## config.mk

```make
export PLATFORM = sky130hd
export DESIGN_NAME = rectangle_occlusion_finder
export DESIGN_NICKNAME = d
export VERILOG_FILES = /design/src/rtl/rof_pkg.sv /design/src/rtl/rectangle_occlusion_finder.sv /design/src/rtl/rof_cell.sv /design/src/rtl/rof_cmp.sv
export SDC_FILE = /design/constraint.sdc
export NUM_CORES = 2
export LEC_CHECK = 0
export BUFFER_PORTS_ARGS = -buffer_cell sky130_fd_sc_hd__clkbuf_2
export CAP_MARGIN = 20
export CORE_MARGIN = 4
export CORE_UTILIZATION = 31
export CTS_BUF_LIST = sky130_fd_sc_hd__clkbuf_8
export DETAILED_ROUTE_END_ITERATION = 12
export GPL_TIMING_DRIVEN = 1
export PLACE_DENSITY_LB_ADDON = 0.3
export SLEW_MARGIN = 20
export SYNTH_ARGS = -nofsm -noshare
export SYNTH_HDL_FRONTEND = slang
export SYNTH_SLANG_ARGS = --single-unit
export TNS_END_PERCENT = 30
```

## constraint.sdc

```tcl
create_clock -name clk -period 10.6 [get_ports clk]
set_clock_uncertainty 0.05 [all_clocks]
set_input_delay 0.53 -clock clk [delete_from_list [all_inputs] [get_ports clk]]
set_output_delay 0.53 -clock clk [all_outputs]
set_load 0.03 [all_outputs]
```

## src/rtl/rof_pkg.sv

```systemverilog
// shared types and constants for the rectangle occlusion finder
package rof_pkg;

	localparam int MAX_RECTS_DEF = 32;
	localparam int RESULT_CAP    = 32;
	localparam int IDX_W         = 5;
	localparam int COVER_W       = 15;

	typedef struct packed {
		logic signed [15:0] x;
		logic signed [15:0] y;
		logic [14:0]        w;
		logic [14:0]        h;
	} rect_t;

	typedef struct packed {
		logic               hit;
		logic [COVER_W-1:0] x0;
		logic [COVER_W-1:0] y0;
		logic [COVER_W-1:0] x1;
		logic [COVER_W-1:0] y1;
	} ovl_t;

	typedef enum logic [1:0] {
		ST_IDLE,
		ST_SCAN,
		ST_FLUSH
	} state_t;

endpackage

```

## src/rtl/rectangle_occlusion_finder.sv

```systemverilog
// rectangle occlusion finder top level: control, rotating cell chain, output register
//
// channel  | valid     | ready     | beat
// ---------+-----------+-----------+-------------------------------------------
// input    | in_valid  | in_ready  | start_list, rect_x, rect_y, rect_w, rect_h
// output   | out_valid | out_ready | hit, older_index, cover_*, last, overflow
//
// when the store holds rectangles, the stored rectangles rotate once around the cell
// chain past the single compare unit. with an empty store or start_list set an item
// goes from idle straight to the flush state without a scan.
// reset clears the rectangle count and control; cell contents are not cleared.
// a stalled output holds the chain when a second overlap is found.
module rectangle_occlusion_finder
	import rof_pkg::*;
#(
	parameter int MAX_RECTS = MAX_RECTS_DEF
) (
	input  logic               clk,
	input  logic               arst_n,
	input  logic               in_valid,
	output logic               in_ready,
	input  logic               start_list,
	input  logic signed [15:0] rect_x,
	input  logic signed [15:0] rect_y,
	input  logic [14:0]        rect_w,
	input  logic [14:0]        rect_h,
	output logic               out_valid,
	input  logic               out_ready,
	output logic               hit,
	output logic [IDX_W-1:0]   older_index,
	output logic [COVER_W-1:0] cover_x0,
	output logic [COVER_W-1:0] cover_y0,
	output logic [COVER_W-1:0] cover_x1,
	output logic [COVER_W-1:0] cover_y1,
	output logic               last,
	output logic               overflow
);

	localparam int CW = $clog2(MAX_RECTS + 1);
	localparam int HW = $clog2(RESULT_CAP + 1);

	state_t state_q, state_d;

	logic [CW-1:0] count_q, eff_q, step_q;
	logic [HW-1:0] hits_q;
	logic          ovf_q, pend_v_q, out_valid_q;
	rect_t         query_q;
	ovl_t          pend_q;
	logic [CW-1:0] pend_idx_q;

	logic hit_q, last_q, overflow_q;
	logic [IDX_W-1:0]   idx_q;
	logic [COVER_W-1:0] x0_q, y0_q, x1_q, y1_q;

	logic shift_en, push, push_pend, pend_load, commit, push_ok, found, accept;
	logic [CW-1:0] eff_in;
	logic [CW+IDX_W-1:0] idx_ext;

	rect_t cell_data [MAX_RECTS];
	rect_t new_rect;
	ovl_t  ovl;

	assign new_rect.x = rect_x;
	assign new_rect.y = rect_y;
	assign new_rect.w = rect_w;
	assign new_rect.h = rect_h;

	// chain rotates toward cell zero, the head feeds the compare unit
	for (genvar i = 0; i < MAX_RECTS; i++) begin : g_cell
		localparam int NXT = (i + 1) % MAX_RECTS;
		rof_cell u_cell (
			.clk      (clk),
			.shift_en (shift_en),
			.load_en  (commit && !ovf_q && (eff_q == CW'(i))),
			.shift_in (cell_data[NXT]),
			.load_in  (query_q),
			.data     (cell_data[i])
		);
	end

	rof_cmp u_cmp (
		.old_rect (cell_data[0]),
		.new_rect (query_q),
		.ovl      (ovl)
	);

	assign in_ready = (state_q == ST_IDLE);
	assign accept   = in_valid && in_ready;
	assign eff_in   = start_list ? '0 : count_q;
	assign push_ok  = !out_valid_q || out_ready;
	assign found    = (state_q == ST_SCAN) && ovl.hit && (step_q < eff_q)
	                  && (hits_q < HW'(RESULT_CAP));

	always_comb begin
		state_d   = state_q;
		shift_en  = 1'b0;
		push      = 1'b0;
		push_pend = 1'b0;
		pend_load = 1'b0;
		commit    = 1'b0;
		case (state_q)
			ST_IDLE: begin
				if (in_valid) begin
					state_d = (eff_in == '0) ? ST_FLUSH : ST_SCAN;
				end
			end
			ST_SCAN: begin
				// a second overlap needs the output register free
				if (!(found && pend_v_q && !push_ok)) begin
					shift_en = 1'b1;
					if (found) begin
						pend_load = 1'b1;
						if (pend_v_q) begin
							push      = 1'b1;
							push_pend = 1'b1;
						end
					end
					if (step_q == CW'(MAX_RECTS - 1)) begin
						state_d = ST_FLUSH;
					end
				end
			end
			ST_FLUSH: begin
				if (push_ok) begin
					push      = 1'b1;
					push_pend = pend_v_q;
					commit    = 1'b1;
					state_d   = ST_IDLE;
				end
			end
			default: begin
				state_d = ST_IDLE;
			end
		endcase
	end

	always_ff @(posedge clk or negedge arst_n) begin
		if (!arst_n) begin
			state_q <= ST_IDLE;
		end else begin
			state_q <= state_d;
		end
	end

	always_ff @(posedge clk or negedge arst_n) begin
		if (!arst_n) begin
			count_q     <= '0;
			step_q      <= '0;
			hits_q      <= '0;
			pend_v_q    <= 1'b0;
			out_valid_q <= 1'b0;
		end else begin
			if (accept) begin
				step_q <= '0;
				hits_q <= '0;
			end else if (shift_en) begin
				step_q <= step_q + CW'(1);
			end
			if (pend_load) begin
				hits_q <= hits_q + HW'(1);
			end
			if (commit) begin
				pend_v_q <= 1'b0;
				count_q  <= ovf_q ? eff_q : eff_q + CW'(1);
			end else if (pend_load) begin
				pend_v_q <= 1'b1;
			end
			if (push) begin
				out_valid_q <= 1'b1;
			end else if (out_ready) begin
				out_valid_q <= 1'b0;
			end
		end
	end

	assign idx_ext = {{IDX_W{1'b0}}, pend_idx_q};

	always_ff @(posedge clk) begin
		if (accept) begin
			query_q <= new_rect;
			eff_q   <= eff_in;
			ovf_q   <= (eff_in >= CW'(MAX_RECTS));
		end
		if (pend_load) begin
			pend_q     <= ovl;
			pend_idx_q <= step_q;
		end
		if (push) begin
			hit_q      <= push_pend;
			idx_q      <= push_pend ? idx_ext[IDX_W-1:0] : '0;
			x0_q       <= push_pend ? pend_q.x0 : '0;
			y0_q       <= push_pend ? pend_q.y0 : '0;
			x1_q       <= push_pend ? pend_q.x1 : '0;
			y1_q       <= push_pend ? pend_q.y1 : '0;
			last_q     <= (state_q == ST_FLUSH);
			overflow_q <= ovf_q;
		end
	end

	assign out_valid   = out_valid_q;
	assign hit         = hit_q;
	assign older_index = idx_q;
	assign cover_x0    = x0_q;
	assign cover_y0    = y0_q;
	assign cover_x1    = x1_q;
	assign cover_y1    = y1_q;
	assign last        = last_q;
	assign overflow    = overflow_q;

`ifndef SYNTHESIS
	a_count_range: assert property (@(posedge clk) disable iff (!arst_n)
		count_q <= CW'(MAX_RECTS))
		else $error("rectangle count beyond store depth");

	a_hits_cap: assert property (@(posedge clk) disable iff (!arst_n)
		hits_q <= HW'(RESULT_CAP))
		else $error("overlap count beyond result cap");

	a_idle_no_pend: assert property (@(posedge clk) disable iff (!arst_n)
		(state_q == ST_IDLE) |-> !pend_v_q)
		else $error("pending overlap left over after an item");

	a_scan_step: assert property (@(posedge clk) disable iff (!arst_n)
		(state_q == ST_SCAN) |-> (step_q < CW'(MAX_RECTS)))
		else $error("scan step beyond chain length");

	a_flush_done: assert property (@(posedge clk) disable iff (!arst_n)
		(state_q == ST_FLUSH && push_ok) |=> (state_q == ST_IDLE && out_valid_q && last_q))
		else $error("final beat not delivered at end of item");
`endif

endmodule

```

## src/rtl/rof_cell.sv

```systemverilog
// one storage cell of the rotating rectangle chain
module rof_cell
	import rof_pkg::*;
(
	input  logic  clk,
	input  logic  shift_en,
	input  logic  load_en,
	input  rect_t shift_in,
	input  rect_t load_in,
	output rect_t data
);

	rect_t data_q;

	always_ff @(posedge clk) begin
		if (shift_en) begin
			data_q <= shift_in;
		end else if (load_en) begin
			data_q <= load_in;
		end
	end

	assign data = data_q;

endmodule

```

## src/rtl/rof_cmp.sv

```systemverilog
// inclusive overlap test of the head cell against the new rectangle
module rof_cmp
	import rof_pkg::*;
(
	input  rect_t old_rect,
	input  rect_t new_rect,
	output ovl_t  ovl
);

	logic signed [16:0] ox, oy, ow, oh, ox1, oy1;
	logic signed [16:0] nx, ny, nx1, ny1;
	logic signed [16:0] dx0, dy0, dx1, dy1;
	logic               miss;

	always_comb begin
		ox  = {old_rect.x[15], old_rect.x};
		oy  = {old_rect.y[15], old_rect.y};
		ow  = $signed({2'b00, old_rect.w});
		oh  = $signed({2'b00, old_rect.h});
		ox1 = ox + ow;
		oy1 = oy + oh;
		nx  = {new_rect.x[15], new_rect.x};
		ny  = {new_rect.y[15], new_rect.y};
		nx1 = nx + $signed({2'b00, new_rect.w});
		ny1 = ny + $signed({2'b00, new_rect.h});
		miss = (ox1 < nx) || (ox > nx1) || (oy1 < ny) || (oy > ny1);
		// only low bits matter: real values lie in 0..32767 when overlapping
		dx0 = nx - ox;
		dy0 = ny - oy;
		dx1 = nx1 - ox;
		dy1 = ny1 - oy;
		ovl.hit = !miss;
		ovl.x0  = (nx > ox) ? dx0[COVER_W-1:0] : '0;
		ovl.y0  = (ny > oy) ? dy0[COVER_W-1:0] : '0;
		ovl.x1  = (nx1 < ox1) ? dx1[COVER_W-1:0] : old_rect.w;
		ovl.y1  = (ny1 < oy1) ? dy1[COVER_W-1:0] : old_rect.h;
	end

endmodule

```

; Word-level counts from Yosys, hierarchy flattened
; Cells that the tools add are included.
[op_classes]
mux = 95
eq_ne = 38
add_sub_neg = 11
order_cmp = 11
n_reduce_logical = 87
[ops]
columns = op, count
row1 = $mux W62, 64
row2 = $eq A6 B5 Y1 const B, 17
row3 = $reduce_bool A2 Y1, 36
row4 = $add A16 B16 Y17, 4
row5 = $sub A15 B15 Y15, 4
row6 = $eq A6 B4 Y1 const B, 8
row7 = $logic_and A1 B1 Y1, 39
row8 = $mux W6, 6
row9 = $gt A16 B17 Y1, 2
row10 = $lt A17 B16 Y1, 2
row11 = $lt A17 B17 Y1, 2
row12 = $gt A16 B16 Y1, 2
row13 = $mux W15, 2
row14 = $eq A6 B3 Y1 const B, 4
row15 = $add A6 B1 Y6 const B, 3
row16 = $mux W1, 15
row17 = $eq A6 B2 Y1 const B, 2
row18 = $logic_not A6 Y1, 2
row19 = $mux W2, 5
row20 = $eq A6 B1 Y1 const B, 1
row21 = $ge A6 B6 Y1 const B, 1
row22 = $lt A6 B6 Y1, 1
row23 = $lt A6 B6 Y1 const B, 1
row24 = $ne A2 B2 Y1 const B, 3
row25 = 9 further kinds, 16
[totals]
output_inout_bits = 70
input_bits = 67
reg_bits = 2208
wordCells = 395

; Logic depth before layout (Yosys ltp)
[logic_depth]
ltp_word = 15
depth_mapped = 25
mapped_depth_nobuf = 22

; Cells and area by module
; From an unflattened synthesis, not the netlist that was laid out.
[unflattened]
cells_unflattened = 5859
hier_area_um2 = 110124.4
[by_module_without_submodules]
columns = module, seq_area_each_um2, area_per_inst_um2, n_inst, cells_per_inst
row1 = rof_cell, 1861.8, 2919.0, 32, 132
row2 = rof_cmp, 0.0, 8470.6, 1, 1150
row3 = rectangle_occlusion_finder, 6586.3, 8244.2, 1, 485

; Worst setup path after synthesis
; Ideal clock, no wire load.
[synth_timing]
path_type = flip-flop to flip-flop
from = register query_q[0] (netlist name)
to = register x0_q[0], in the netlist cover_x0[0], enable pin
setup_ns = 0.578
path_stages_with_launch = 23
arrival_time_ns = 9.337
synth_period_minus_slack_ns = 9.965
slack_ns = 0.635
path_buffers = 0
required_ns = 9.972
cell_sequence = edfxtp_1 -> ha_1 -> fa_1 -> a21o_1 -> a21oi_1 -> o21bai_1 -> a21oi_1 -> o21bai_1 -> a211o_1 -> a2111oi_0 -> o31ai_1 -> a21oi_1 -> xor2_1 -> ha_1 -> a21oi_1 -> o21ai_0 -> nor2_1 -> o211ai_1 -> o211a_1 -> nor4_2 -> and2_1 -> a21oi_1 -> nor3_1
[synth_between]
elab_chain_cells = 11
word_cells_on_any_way = 12
classes_between = add/sub (1) / order compare (1) / mux (3) / reduce/logical (7)
[synth_lines]
columns = element, line_no
row1 = from (decl), rectangle_occlusion_finder.sv:47  ; rect_t query_q;
row2 = from (signal assigned), rectangle_occlusion_finder.sv:180  ; query_q <= new_rect;
row3 = $add A16 B16 Y17 (*), rof_cmp.sv:25  ; ny1 = ny + $signed({2'b00, new_rect.h});
row4 = $gt A16 B17 Y1 (*), rof_cmp.sv:26  ; miss = (ox1 < nx) || (ox > nx1) || (oy1 < ny) || (oy > ny1);
row5 = $logic_or A1 B1 Y1 (*), rof_cmp.sv:26
row6 = $logic_not A1 Y1 (*), rof_cmp.sv:32  ; ovl.hit = !miss;
row7 = $logic_and A1 B1 Y1 (*) (2 in series), rectangle_occlusion_finder.sv:91  ; assign found = (state_q == ST_SCAN) && ovl.hit && (step_q < eff_q)
row8 = $logic_and A1 B1 Y1 (*), rectangle_occlusion_finder.sv:92  ; && (hits_q < HW'(RESULT_CAP));
row9 = $logic_and A1 B1 Y1 (2 in series), rectangle_occlusion_finder.sv:109  ; if (!(found && pend_v_q && !push_ok)) begin
row10 = $mux W1 (*), rectangle_occlusion_finder.sv:109
row11 = $pmux W1 S2 (*), rectangle_occlusion_finder.sv:101  ; case (state_q)
row12 = net push, rectangle_occlusion_finder.sv:55  ; logic shift_en, push, push_pend, pend_load, commit, push_ok, found, accept;
row13 = to (signal assigned), rectangle_occlusion_finder.sv:191  ; x0_q <= push_pend ? pend_q.x0 : '0;
row14 = to (decl), rectangle_occlusion_finder.sv:53  ; logic [COVER_W-1:0] x0_q, y0_q, x1_q, y1_q;
; Mark *: on every way through the listed nets, which the timed path passes. The rest lies on a longest branch.
; A chain may end at the register's enable or synchronous reset.

; Worst setup path after layout
[layout_timing]
from = register query_q[0] (netlist name)
to = register g_cell[19].u_cell.data_q (netlist bit g_cell[19].u_cell.data[46]) (data pin)
[layout_between]
elab_chain_cells = 12
[layout_lines]
columns = element, line_no
row1 = $add A16 B16 Y17, rof_cmp.sv:25
row2 = $gt A16 B17 Y1, rof_cmp.sv:26
row3 = $logic_or A1 B1 Y1, rof_cmp.sv:26
row4 = $logic_not A1 Y1, rof_cmp.sv:32
row5 = $logic_and A1 B1 Y1 (2 in series), rectangle_occlusion_finder.sv:91
row6 = $logic_and A1 B1 Y1, rectangle_occlusion_finder.sv:92
row7 = $logic_and A1 B1 Y1 (2 in series), rectangle_occlusion_finder.sv:109
row8 = $mux W1, rectangle_occlusion_finder.sv:109
row9 = $mux W1, rectangle_occlusion_finder.sv:101
row10 = $mux W62, rof_cell.sv:16  ; if (shift_en) begin
row11 = to (signal assigned), rof_cell.sv:17  ; data_q <= shift_in;
row12 = to (signal assigned), rof_cell.sv:19  ; data_q <= load_in;
row13 = to (decl), rof_cell.sv:13  ; rect_t data_q;
; No other way between the ends.

==> metrics.txt <==
Peak supply drop about 0.25 mV; Power, Total 33.2 mW; biggest area consumer among synthesized cells edfxtp_1; Max Freq 121 MHz; clock transition at the registers of the reported paths around 80 ps; initial antenna violation count 8; synthesis warning total 0; worst slew pin tran 1190 ps; pre-CTS setup slack approximately 2400 ps; crit path from query_q[0]$_DFFE_PP_; status finished, final reports clean; Required @ worst endpoint 11340 ps; Data arrival, critical path 9020 ps; total die area 311000 sq um; number of H-tree levels 5; Core ar. roughly 300000 sq um; CP max-delay cell a2111oi_0; crit-path max FO between 200 and 250; area of the multi-input gates 24700 sq um; slew margin rel. 20.7%; worst path cell trace ha_1 > fa_1 > a21o_1 > a21oi_1 > o21bai_1 > a21oi_1 > o21bai_1 > a211o_1 > a2111oi_0 > nor2_1 > a41oi_1 > nand3b_1 > ha_1 > nand2_1 > o21ai_0 > nand2_1 > o21ai_0 > o211a_1 > nor4_2 > a31oi_4 > buf_12 > buf_12 > buf_12 > a21o_1; #FFs+latches synth 2207; commonest cells in the netlist 2185 x edfxtp_1, 2052 x a21o_1, 374 x buf_2; Syn-to-layout area delta 12.1%; mapped cell area 93700 sq um; DR vias 51910; Power Density ~320 nW/um^2; CP max stage delay 790 ps; hold slack 95.9 ps; Max Root-Sink Buffers 4; first-pass GRT wire length 343 mm; register area share after synthesis 70.6%; Synth async-reset ratio 0.997%; Startpoint Class flip-flop; TritonRoute pass-1 iters 5; Post-CTS Resized 0; Mapped Nets 6348; most frequent CP cell buf_12; max cap viols 0; count leader, synth edfxtp_1; Hold Crit Class in -> async; gr usage total 14.5%; post-layout minimum cycle time 8280 ps; CTS tree yes; Post-CTS Repair Setup Buffers 0; synth top area cells edfxtp_1 70%, a21o_1 16%, ha_1 3.1%; CTS Root Cell clkbuf_8; EDFF count, synth 2185; clock tree sinks 2207; Detailed Route Iter0 Violations roughly 4300; vias in the first global route 52231; largest net degree at the start of global routing 230; Port Buffers 136; final hold violation count 0; final net count approximately 6600; post-route setup slack 2320 ps; die span in y 558 microns; Layout Cells excl Fill 10457; Fill cells 28865; Worst Reg-to-Reg Cells 24; WP buf/inv 3; Post-DP HPWL 131 mm; count of different cell masters after synthesis 74; worst r2r src query_q[0]$_DFFE_PP_; # setup viols final 0; P_leak 45.6 nW; register area 66200 sq um; Worst setup EP type flip-flop; Routed WL per cell 22.1 microns; ys flop type edfxtp_1; GRT Residual Overflow 0; drt drc 0; gpl congestion 0.844; Mapped Cells 6043; Synth top area share 70.0%; num ports 137; R2R Setup Slk 2320 ps; placed insts 9780; synthesized area per cell 15.5 sq um; Clock Latency Late Sink 990 ps; Crit Path Class reg -> reg; Initial Utilization 31.2%; period utilization 78.1%; Worst path top cell family by delay compound AO/OA/AOI/OAI gates; Total Wirelength 231 mm; ANT nets after route 0; final slew viol count 0; share of layout cells above drive strength 1 12.2%; RSZ-0062 raised after global routing false; Worst path depth 24; chip width 558 microns; FP Rows 201; CTS buffer count around 360; vias per cell about 5.0; final setup TNS 0 ps
-- through the flow --
step	utilization, %	instance area, sq um
after global routing	35.0	105000
after CTS	35.0	105000
after global placement	32.7	98100
after floorplan	-	93700
final	35.0	105000
after detailed placement	32.7	98100
-- path summary, 6_finish.rpt --
kind | end
min in group clk | query_q[15]$_DFFE_PP_
max in group asynchronous | count_q[1]$_DFFE_PN0P_
max reg2reg | g_cell[19].u_cell.data[46]$_DFFE_PP_
min | hits_q[5]$_DFFE_PN0P_
min reg2reg | g_cell[7].u_cell.data[38]$_DFFE_PP_
max | g_cell[19].u_cell.data[46]$_DFFE_PP_
-- report_power, final --
part           switching (mW)  internal, mW
clock network            3.42          3.28
logic                    7.35          4.10
registers                1.01          14.1
total                    11.8          21.4
-- what timing repair did --
action                     4_1_cts  5_1_grt
hold buffers                    66        0
hold endpoints to repair        94        0
setup endpoints to repair        0        0
-- logic make-up (layout without fill, tap and decap cells) --
kind of cell             Yosys count  after routing  share of synthesized area, %
AO/OA/AOI/OAI                   2357           2357                          18.6
XOR/XNOR                         104            104                         0.972
adder cells (fa/ha/maj)          239            239                          3.25
buffers and inverters            649           1104                          3.45
flip-flops                      2207           2207                          70.6
multiplexers                      36             36                         0.422
other                              0              1                             0
AND/OR/NAND/NOR                  451            451                          2.68
-- worst reg2reg max path, delay by kind of cell (launching register included) --
| family | cells | cell delay, ps |
|---|---|---|
| AND/OR/NAND/NOR | 5 | 580 |
| flip-flops | 1 | 390 |
| adder cells (fa/ha/maj) | 3 | 1010 |
| AO/OA/AOI/OAI | 13 | 3780 |
| buffers and inverters | 3 | 2300 |
-- placed cells by master (no fill, tap or decap), types with 32 or more instances in the layout --
cell type	netlist	routed
a21o_1	2052	2037
a21oi_1	86	86
and2_1	70	70
buf_4	3	97
clkbuf_2	4	136
clkbuf_8	0	363
clkinv_1	1	84
dlygate4sd3_1	0	66
edfxtp_1	2185	2185
ha_1	230	230
inv_1	184	295
nand2_1	63	63
nand3_1	34	34
nor2_1	82	73
nor3_1	33	32
o21ai_0	62	62
xnor2_1	73	73
-- state kept, by name, summed over array words and instances (netlist names), 15 cells and up --
signal and cells:
g_cell.u_cell.data 1984, query_q 62, cover_x1 15, cover_y0 15, cover_y1 15, cover_x0 15, pend_q 60
-- metal layers --
| metal | vias up | track usage, % | wire (microns) |
|---|---|---|---|
| met5 | - | 0 | 20 |
| li1 | 23313 | - | - |
| met2 | 1253 | 23.5 | 109000 |
| met4 | 4 | 4.29 | 6050 |
| met3 | 359 | 2.38 | 11400 |
| met1 | 26981 | 20.0 | 104000 |
-- final cells by class --
class                   instances  share of cell area, %
flip-flops and latches       2207                   63.0
multi-input cells            3187                   23.5
clock buffers                 363                   4.76
well taps                    3958                   4.72
repair buffers                310                   2.17
clock inverters               246                   1.14
inverters                     185                  0.663
diodes                          1                0.00238
No activity file was read; power rests on OpenSTA's default activity.
